===== src/rtl/rc4_pkg.sv =====
// Shared definitions for the RC4 stream cipher block.
// Holds widths, register codes and the controller/datapath command and status structs.
// No dependencies.
package rc4_pkg;

	// byte and table sizes
	localparam int BYTE_W       = 8;
	localparam int PERM_N       = 256;
	localparam int LEN_W        = 9;
	localparam int KEY_DEPTH_DEF = 256;

	// configuration port
	localparam int DATA_W    = 32;
	localparam int ADDR_W    = 3;
	localparam int REG_IDX_W = 1;
	localparam logic [REG_IDX_W-1:0] REG_KEY_LENGTH = 1'b0;
	localparam logic [LEN_W-1:0] KEY_LENGTH_RESET = 9'd16;

	// commands from the controller to the datapath
	typedef struct packed {
		logic key_load;   // store an accepted key byte
		logic data_load;  // take a keyed data byte, advance i, read S[i]
		logic pass_load;  // send an unkeyed data byte straight out
		logic restart;    // clear pointer, j and key index before a schedule
		logic fill;       // write the identity entry at the pointer
		logic read_ptr;   // read S[ptr] and the key byte
		logic read_j;     // form new j and read S[j]
		logic mix_key;    // add the key byte into j
		logic write_ptr;  // write S[ptr] = S[j], read the keystream entry
		logic write_j;    // write S[j] = S[ptr]
		logic step_ptr;   // advance the schedule pointer and key index
		logic emit;       // load the keystream result into the output register
	} rc4_cmd_t;

	// status from the datapath to the controller
	typedef struct packed {
		logic keyed;      // a complete key is loaded
		logic key_done;   // the key byte on offer completes the key
		logic ptr_last;   // pointer at the final table entry
		logic msg_end;    // current data byte closes a message
		logic out_free;   // output register can take a result this cycle
	} rc4_sts_t;

endpackage


===== src/rtl/rc4_ctrl.sv =====
// Controller state machine for the RC4 stream cipher.
// Sequences identity fill, key scheduling and keystream steps; depends on rc4_pkg.
module rc4_ctrl
	import rc4_pkg::*;
(
	input  logic     clk,
	input  logic     arst_n,
	input  logic     item_valid,
	input  logic     mode,
	output logic     item_stall,
	input  rc4_sts_t sts,
	output rc4_cmd_t cmd
);

	typedef enum logic [8:0] {
		ST_IDLE   = 9'b000000001,
		ST_FILL   = 9'b000000010,
		ST_KSA_RD = 9'b000000100,
		ST_KSA_J  = 9'b000001000,
		ST_KSA_WN = 9'b000010000,
		ST_KSA_WJ = 9'b000100000,
		ST_PRG_J  = 9'b001000000,
		ST_PRG_WI = 9'b010000000,
		ST_PRG_WJ = 9'b100000000
	} rc4_state_t;

	rc4_state_t state_q;
	rc4_state_t state_next;
	logic       accept;

	// take requests only when idle; hold data while the output is blocked
	assign item_stall = (state_q != ST_IDLE) || (mode && !sts.out_free);
	assign accept     = item_valid && !item_stall;

	// next state and commands
	always_comb begin
		cmd        = '0;
		state_next = state_q;
		case (state_q)
			ST_IDLE: begin
				if (accept) begin
					if (!mode) begin
						cmd.key_load = 1'b1;
						if (sts.key_done) begin
							cmd.restart = 1'b1;
							state_next  = ST_FILL;
						end
					end else if (sts.keyed) begin
						cmd.data_load = 1'b1;
						state_next    = ST_PRG_J;
					end else begin
						cmd.pass_load = 1'b1;
					end
				end
			end
			ST_FILL: begin
				cmd.fill = 1'b1;
				if (sts.ptr_last) begin
					state_next = ST_KSA_RD;
				end
			end
			ST_KSA_RD: begin
				cmd.read_ptr = 1'b1;
				state_next   = ST_KSA_J;
			end
			ST_KSA_J: begin
				cmd.read_j  = 1'b1;
				cmd.mix_key = 1'b1;
				state_next  = ST_KSA_WN;
			end
			ST_KSA_WN: begin
				cmd.write_ptr = 1'b1;
				state_next    = ST_KSA_WJ;
			end
			ST_KSA_WJ: begin
				cmd.write_j  = 1'b1;
				cmd.step_ptr = 1'b1;
				state_next   = sts.ptr_last ? ST_IDLE : ST_KSA_RD;
			end
			ST_PRG_J: begin
				cmd.read_j = 1'b1;
				state_next = ST_PRG_WI;
			end
			ST_PRG_WI: begin
				cmd.write_ptr = 1'b1;
				state_next    = ST_PRG_WJ;
			end
			ST_PRG_WJ: begin
				// repeat the write while the output is blocked; it is idempotent
				cmd.write_j = 1'b1;
				if (sts.out_free) begin
					cmd.emit = 1'b1;
					if (sts.msg_end) begin
						cmd.restart = 1'b1;
						state_next  = ST_FILL;
					end else begin
						state_next = ST_IDLE;
					end
				end
			end
			default: begin
				state_next = ST_IDLE;
			end
		endcase
	end

	// state register
	always_ff @(posedge clk or negedge arst_n) begin
		if (!arst_n) begin
			state_q <= ST_IDLE;
		end else begin
			state_q <= state_next;
		end
	end

`ifndef SYNTHESIS
	a_hold_result: assert property (@(posedge clk) disable iff (!arst_n)
		(state_q == ST_PRG_WJ && !sts.out_free) |=> (state_q == ST_PRG_WJ))
		else $error("keystream step left before its result was taken");
	a_fill_to_ksa: assert property (@(posedge clk) disable iff (!arst_n)
		(state_q == ST_FILL && sts.ptr_last) |=> (state_q == ST_KSA_RD))
		else $error("identity fill did not hand over to key scheduling");
	a_key_starts_fill: assert property (@(posedge clk) disable iff (!arst_n)
		(cmd.key_load && sts.key_done) |=> (state_q == ST_FILL))
		else $error("completed key did not start the schedule");
`endif

endmodule


===== config.mk =====
export PLATFORM = sky130hd
export DESIGN_NAME = rc4_ctrl
export DESIGN_NICKNAME = d
export VERILOG_FILES = /design/src/rtl/rc4_pkg.sv /design/src/rtl/rc4_ctrl.sv
export SDC_FILE = /design/constraint.sdc
export NUM_CORES = 1
export LEC_CHECK = 0
export BUFFER_PORTS_ARGS = -buffer_cell sky130_fd_sc_hd__buf_4
export CAP_MARGIN = 20
export CORE_MARGIN = 5
export CORE_UTILIZATION = 43
export DETAILED_ROUTE_END_ITERATION = 10
export GPL_ROUTABILITY_DRIVEN = 0
export HOLD_SLACK_MARGIN = 0.03
export PLACE_DENSITY = 0.8
export SYNTH_ARGS = -nofsm -noshare
export SYNTH_HDL_FRONTEND = slang
export SYNTH_SLANG_ARGS = --single-unit
export TNS_END_PERCENT = 1

===== constraint.sdc =====
create_clock -name clk -period 2 [get_ports clk]
set_input_delay 0.6 -clock clk [delete_from_list [all_inputs] [get_ports clk]]
set_output_delay 0.6 -clock clk [all_outputs]
set_load 0.02 [all_outputs]

==> flow_summary.yaml <==
pwr:
  powerDensity_nw_per_um2: 765
  ir_drop_uv: 545
  power_w: 0.000896
  power_leakage_nw: 0.587
synthesis:
  syn_avg_cell_area_um2: 8.79
  synth_area_leaders: "dfrtp_1, nand2b_1, nor3_1"
  ys_top_cells_by_count: "dfrtp_1, inv_1, nor3_1"
  synth-edff-count: 0
  yosys_warnings: 0
  synth_most_common_cell: "dfrtp_1"
  synth-seq-cells: 9
  syn_area_um2: 651
  synth_top_area_cell: "dfrtp_1"
  postSynthCellCount: 74
  synth_cell_types: 35
  synth_flop_cell: "dfrtp_1"
  syn_nets: 83
  synth_top_area_share_pct: 30.8
  async_flop_share_pct: 100
  synth-seq-area-share_pct: 34.8
timing:
  setup_violations: 13
  hold_violations: 0
  worst_slack_ns: -0.462
  fin_crit_sh_pct: 123
  rsz0062_at_grt: "true"
  relSlewSlack_pct: 80.6
  finClkSkew_ns: 0.00183
  worst_pin_slew_ns: 0.288
  timing.hold.ws_ns: 0.147
  finalCriticalPeriod_ns: 2.46
  slew_viol_final: 0
  max_freq_mhz: 406
place:
  hpwl_mm: 1.62
  portBuffers: 21
  dpl-instance-area_um2: 1040
detailed_routing:
  antenna_left: 0
  drtIter0Drc: 21
  dr.pass1.iters: 4
  drc: 0
  drt-total-wl_mm: 2.26
  wl_per_cell_um: 16.2
  dr_total_vias: 806
  viasPerCell: 5.80
floorplanning:
  die_w_um: 48.9
  die_h_um: 48.9
  start_util_pct: 44.2
  core_um2: 1470
  ios: 22
  rows: 14
  dieArea_um2: 2390
setup_path:
  start_kind: "register"
  rr_startpoint: "state_q[3]$_DFFE_PN0P_"
  reg2reg_depth: 5
  cpPeakStageDelay_ns: 0.58
  arrival_ns: 1.86
  slowest_stage: "or4_4"
  cp.required_ns: 1.40
  end_kind: "output pin"
  critPathMaxFanout: 3
  path_cells: "or4_4 > nor4_4 > a32o_2 > buf_6"
  reg2reg_slack_ns: 0.11
  critPathKind: "reg -> out"
  worstReg2RegEnd: "state_q[0]$_DFFE_PN1P_"
cts:
  cts.htree.levels: 1
  cts_buffers: 3
  postCtsHoldBufs: 0
  clkTransAtPathRegs_ns: 0.07
  clock_sinks: 9
  cts-root-buf: "clkbuf_4"
  cts_tree: "yes"
  clk-insertion-delay-late_ns: 0.26
  cts_buffer_depth: 2
layout:
  antenna_cells: 0
  drive_gt1_share_pct: 58.5
  largest_register_ffs: 9
  reg_top3: "state_q (9)"
  final_nets: 133
  design_area_um2: 1170
  final_util_pct: 79.6
  syn2layout_area_growth_pct: 80.0
  largest_register: "state_q"
run:
  maxCapViolCount: 0
grt:
  grt_max_degree: 10
  grt-ovfl-total: 0
  grt_pass1_vias: 837
  antenna_found_initial: 0
  grtUsageTotal_pct: 19.3
  grt_pass1_wl_mm: 3.65
min_path:
  hold_class: "in -> async"
outcome:
  status: "finished with violations"
  violations: "setup timing"
[per-layer routing]
metal  share of wire, %  track usage, %  routed length, µm  vias up
met5                  0               0                  0        -
li1                   -               -                  -      374
met3                7.1            4.59                160        4
met4                1.1            6.28                 24        0
met2                 51            36.5               1150       36
met1                 41            20.5                916      392
[layout by cell type, fill, tap and decap left out, types with 2 or more instances in the layout]
cell       instances
nor2_1             3
xor2_1             2
o21ai_0            3
nor3_1             2
o2111ai_1          3
nand2b_1           5
or3_1              2
buf_6              9
inv_1              7
buf_4             37
nor3_4             4
clkbuf_4           3
nor4_4             2
nand2_1            3
dfrtp_1            8
[worst max path at each step]
stage	startpoint	endpoint
floorplan	state_q[0]$_DFFE_PN1P_	cmd[10]
global placement	state_q[0]$_DFFE_PN1P_	cmd[10]
detailed placement	state_q[0]$_DFFE_PN1P_	cmd[10]
CTS	state_q[0]$_DFFE_PN1P_	cmd[8]
global route	state_q[0]$_DFFE_PN1P_	cmd[9]
finish	state_q[3]$_DFFE_PN0P_	cmd[8]
[report_power, final]
part,internal [W],leakage [nW],total [W],switching [W]
combinational,0.000268,0.451,0.000535,0.000267
sequential,0.000205,0.122,0.000214,0.00000962
clock,0.0000771,0.0150,0.000147,0.0000695
[logic make-up (layout without fill, tap and decap cells)]
| logic type | count (synthesis) | count (layout) | share of synthesized area [%] |
|---|---|---|---|
| AND/OR/NAND/NOR | 39 | 39 | 36.9 |
| AO/OA/AOI/OAI | 15 | 15 | 18.1 |
| flip-flops | 9 | 9 | 34.8 |
| buffers and inverters | 8 | 57 | 5.77 |
| multiplexers | 1 | 1 | 1.73 |
| XOR/XNOR | 2 | 2 | 2.69 |
[worst max-delay path: cells and delay by family, from the launching register on]
| family | cells | cell delay, ns |
|---|---|---|
| simple gates | 2 | 0.86 |
| flops | 1 | 0.43 |
| compound gates | 1 | 0.19 |
| buf+inv | 1 | 0.12 |
[final cells by class]
cell class | instances | area (µm²)
Clock buffer | 4 | 26.3
Tap cell | 16 | 20.0
Timing Repair Buffer | 46 | 379
Inverter | 7 | 26.3
Multi-Input combinational cell | 57 | 493
Sequential cell | 9 | 226
Fill cell | 107 | 300
[metrics by stage]
stage	std cells	worst slack, ns	TNS [ns]
after CTS	138	-0.463	-4.12
after global routing	139	-0.510	-5.15
after floorplan	74	-0.237	-1.27
after detailed placement	133	-0.249	-1.22
final	139	-0.462	-4.18
after global placement	133	-0.179	-0.873
[repair_timing]
action / in CTS / in global routing
pin swaps: 3 / 3
buffers inserted: 1 / 1
gates resized for setup: 15 / 6
hold endpoints to repair: 0 / 0
endpoints found under the setup margin: 13 / 13
(Power assumes the default switching activity.)
